<file path="src/rtl/wcts_ram.sv">
`timescale 1ns / 1ps

module wcts_ram #(
    parameter int WIDTH = 8,
    parameter int DEPTH = 256
) (
    input  logic                     i_clk,
    input  logic                     i_we,
    input  logic [$clog2(DEPTH)-1:0] i_waddr,
    input  logic [WIDTH-1:0]         i_wdata,
    input  logic                     i_re,
    input  logic [$clog2(DEPTH)-1:0] i_raddr,
    output logic [WIDTH-1:0]         o_rdata
);

    logic [WIDTH-1:0] r_mem [DEPTH];
    logic [WIDTH-1:0] r_rdata;

    // Write port
    always_ff @(posedge i_clk) begin
        if (i_we) begin
            r_mem[i_waddr] <= i_wdata;
        end
    end

    // Registered read, holds while not enabled
    always_ff @(posedge i_clk) begin
        if (i_re) begin
            r_rdata <= r_mem[i_raddr];
        end
    end

    assign o_rdata = r_rdata;

endmodule

</file>
<file path="config.mk">
export PLATFORM = sky130hd
export DESIGN_NAME = wcts_ram
export DESIGN_NICKNAME = d
export VERILOG_FILES = /design/src/rtl/wcts_ram.sv
export SDC_FILE = /design/constraint.sdc
export NUM_CORES = 2
export LEC_CHECK = 0
export BUFFER_PORTS_ARGS = -buffer_cell sky130_fd_sc_hd__buf_2
export CORE_MARGIN = 4
export CORE_UTILIZATION = 55
export CTS_CLUSTER_DIAMETER = 80
export DETAILED_ROUTE_END_ITERATION = 10
export MAX_ROUTING_LAYER = met4
export PLACE_DENSITY = 0.83
export SLEW_MARGIN = 10
export SYNTH_ARGS = -nofsm -noshare
export SYNTH_HDL_FRONTEND = slang
export SYNTH_SLANG_ARGS = --single-unit
export TNS_END_PERCENT = 20
</file>
<file path="constraint.sdc">
create_clock -name i_clk -period 2.3 [get_ports i_clk]
set_clock_uncertainty 0.05 [all_clocks]
set_input_delay 0.23 -clock i_clk [delete_from_list [all_inputs] [get_ports i_clk]]
set_output_delay 0.23 -clock i_clk [all_outputs]
set_load 0.005 [all_outputs]
</file>
## Word level (Yosys, flattened, before mapping)

Memory sizes are Yosys's and may differ from the RTL's. A register that Yosys moved wholly into a read port is not among the register bits.
Index checks and enable logic that the tools add are counted.

| word-level totals | value |
|---|---|
| register bits | 0 |
| word-level logic and storage cells | 3 |
| memories kept | 1 |
| input bits | 27 |
| memory bits (writable) | 2048 |
| output and inout bits | 8 |

| cells by class | value |
|---|---|
| mux-type cells | 2 |

Memories:

| name | words | width | rd ports | clocked after Yosys merged registers in | write ports | RTL line | text |
|---|---|---|---|---|---|---|---|
| r_mem | 256 | 8 | 1 | 1 | 1 | 16 | `logic [WIDTH-1:0] r_mem [DEPTH];` |

Operator list:

| kind | count |
|---|---|
| two-way mux 1 bit | 2 |

## Longest topological paths before layout

| depth | value |
|---|---|
| depth after elaboration | 2 |
| gate-level depth with buffers | 11 |
| mapped depth without buffers | 6 |

## Least setup slack after synthesis

Ideal clock, no wire load.

| timing path | value |
|---|---|
| path kind | input-to-reg |
| start | input port i_raddr[0] |
| end | register r_rdata[2] (netlist: o_rdata[2]), read port of r_mem (data pin) |
| stages on the path | 9 |
| library setup time | 269 ps |
| data required time | 1981 ps |
| path buffers | 4 |
| arrival time | 2037 ps |
| setup slack | -56 ps |
| cells stage by stage | buf_6 > buf_12 > buf_8 > buf_2 > mux4_2 > a22oi_1 > a21oi_1 > nor4_1 > nor4_2 |

RTL lines:

| element | RTL line | text |
|---|---|---|
| from (decl) | 12 | `input logic [$clog2(DEPTH)-1:0] i_raddr,` |
| to (decl) | 17 | `logic [WIDTH-1:0] r_rdata;` |

==> flow_summary_export.csv <==
group,metric,value,unit
sta,min_period,2.646,ns
route,drt_iter0_markers,8715,
synth,ys_ff_latch,2056,
floorplanning,start_util,55.44,%
critical_path,path_depth,7,
floorplanning,core,143700,um2
sta,max_freq,0.3779,GHz
floorplanning,die_y,388.5,um
route,post_drt_wl_per_cell,35.39,um
critical_path,worstPathMaxFanout,1,
synth,synthCells,3733,
final_layout,final_cell_count_no_fill,6508,
sta,slew_viol_final,0,
power_and_ir_drop,p_per_area,833.6,nW/um2
synth,seq_area_frac_synth,77.53,%
final_layout,areaGrowthSynthToFinish,17.89,%
route,drtPass1Iterations,11,
final_layout,fin_util,65.35,%
route,drcViolationCount,4,
final_layout,fin_nets,4455,
final_layout,nFillCells,8345,
hold_path,hold_class,"in2reg",
clocking,post-cts-setup-buffer-count,0,
critical_path,worstSetupPathType,"reg2reg",
synth,synth_top_flop_cell,"edfxtp_1",
final_layout,final-seq-area,61740,um2
critical_path,slowest_stage,"mux4_2",
flow_run,maxCapViolCount,0,
placed_design,dp_hpwl,129.7,mm
floorplanning,dieArea,150900,um2
synth,synth_warnings,0,
critical_path,arrival,3.20,ns
sta,whs,0.08878,ns
critical_path,cp_num_buf_inv,1,
global_route,overflow,0,
floorplanning,die_w,388.5,um
sta,finalHoldViolCount,0,
synth,syn_avg_cell_area,21.33,um2
critical_path,cp_slowest_stage_delay,0.50,ns
synth,synth_edf_count,2056,
clocking,cts_buffers,190,
global_route,antenna_found_initial,12,
synth,ys_types,54,
status,violations,"design-rule violations, negative setup slack",
final_layout,drive_gt1_share,33.32,%
sta,rsz0062_at_grt,"yes",
status,outcome,"complete, but fails checks",
critical_path,path_delay_family,"compound AO/OA/AOI/OAI gates",
clocking,clock_latency,0.86,ns
sta,relSlewSlack,45.65,%
clocking,root_buffer,"clkbuf_16",
clocking,cts.sink_count,2056,
power_and_ir_drop,peakVddDrop,0.8126,mV
hold_path,holdPathStages,3,
clocking,path_clk_slew,0.07,ns
clocking,clk_path_buf_depth,3,
global_route,grt_util_all_layers,31.18,%
placed_design,dp_cells,6130,
critical_path,worstSetupStartpointType,"register",
synth,synthArstFlopShare,0,%
placed_design,dp_slack,-1.088,ns
critical_path,critPathCaptureType,"register",
global_route,grt_pass1_vias,46040,
critical_path,required,2.85,ns
sta,setup_viol,8,
route,vias,46036,
floorplanning,ios,35,
floorplanning,rows,139,
route,ant_nets,0,
sta,setup_slack,-0.3460,ns
power_and_ir_drop,p_leak,30.47,nW
route,routed_wl,230.3,mm
global_route,grt_pass1_wl,329.7,mm
placed_design,io_buffers,34,
clocking,htreeDepth,4,
clocking,cts_tree,"done",
route,via_per_inst,7.074,
synth,synth_fp_nets,3760,
critical_path,crit_chain,"mux4_2, a22o_1, a221oi_1, o32ai_1, nor3_1, buf_4, nor4_2",
power_and_ir_drop,power,78.26,mW
sta,period_share,115.0,%
global_route,grt_max_degree,94,
final_layout,multi_input_area,16820,um2
critical_path,reg2regPathDepth,7,
placed_design,gp_congestion,0.9113,
sta,worst_pin_slew,0.8153,ns
synth,synth_area,79640,um2
worst register-to-register path, cell delays in order (launching register included):
cell and delay [ns]:
edfxtp_1 0.38, mux4_2 0.50, a22o_1 0.33, a221oi_1 0.39
o32ai_1 0.17, nor3_1 0.30, buf_4 0.22, nor4_2 0.06
Yosys cell counts, drive strengths merged, types with 2 or more instances:
library cell / count / share of area [%]
and3b: 2 / 0.022
edfxtp: 2056 / 78
a21oi: 96 / 0.60
a22oi: 133 / 1.3
mux4: 456 / 13
nand3: 34 / 0.21
or2: 4 / 0.031
nor3: 22 / 0.14
o221ai: 47 / 0.52
a211oi: 16 / 0.15
nand2: 33 / 0.16
a22o: 8 / 0.088
and2: 6 / 0.047
nand2b: 8 / 0.063
nand3b: 2 / 0.019
a31oi: 2 / 0.016
clkbuf: 111 / 0.52
buf: 122 / 1.3
nor2: 282 / 1.3
a311oi: 2 / 0.022
a221oi: 14 / 0.16
mux2i: 134 / 1.7
o21ai: 12 / 0.075
o211ai: 10 / 0.094
nand4: 10 / 0.079
nor4: 27 / 0.24
o22a: 5 / 0.055
nor2b: 31 / 0.24
o22ai: 28 / 0.22
o32ai: 5 / 0.064
a2111oi: 5 / 0.066
worst paths after layout:
check	slack, ns	end	start
min	0.09	r_mem[155][5]	i_waddr[1]
max	-0.35	o_rdata[3]	r_mem[211][3]
min reg2reg	1.20	o_rdata[3]	r_mem[40][3]
max reg2reg	-0.35	o_rdata[3]	r_mem[211][3]
cell type report:
cell class	instances	area share, %
sequential	2056	65.76
multi-input combinational	1442	17.92
timing repair buffer	736	6.987
clock buffer	214	5.183
tap	1903	2.536
clock inverter	136	1.554
antenna	19	0.05064
inverter	2	0.007996
per-layer routing:
metal / vias to the layer above / routed length (um) / track usage [%]
met4: 0 / 16070 / 15.94
li1: 17102 / - / -
met5: - / 0 / -
met1: 23044 / 72760 / 38.51
met3: 1071 / 31470 / 8.322
met2: 4819 / 110000 / 48.11
registers in the layout, indices dropped and copies added (netlist names):
signal   cells
o_rdata      8
r_mem     2048
cell usage in the layout (no fill, tap or decap), types with 46 or more instances in the layout:
cell       netlist  layout
edfxtp_1      2056    2056
buf_4           27     613
mux4_2         454     455
nor2_1         282     276
clkbuf_16        0     191
mux2i_1        134     134
a22oi_1        133     130
a21oi_1         96      95
buf_12           8      80
clkinv_1         1      47
o221ai_1        46      46
report_power, final:
group / switching [mW] / internal [mW]
clock network: 14.6 / 17.7
registers: 0.0795 / 41.3
logic: 2.81 / 1.80
what timing repair did:
action,CTS,global route
pin swaps,7,6
hold buffers,9,0
gates resized for setup,42,25
setup endpoints to repair,8,8
endpoints found under the hold margin,303,0
kinds of logic after synthesis:
logic type	count (synthesis)	synth area share, %
AO/OA/AOI/OAI	385	3.416
buffers and inverters	235	1.829
flip-flops	2056	77.53
multiplexers	591	14.60
AND/OR/NAND/NOR	466	2.625
metrics by stage:
stage                     setup TNS (ns)  area [um2]
after floorplan              -0.00006262       79670
after global placement            -6.245       87060
after detailed placement          -6.386       87060
after CTS                         -1.014       93700
after global routing              -1.480       93880
final                             -1.523       93890
No activity file was read; power rests on OpenSTA's default activity.
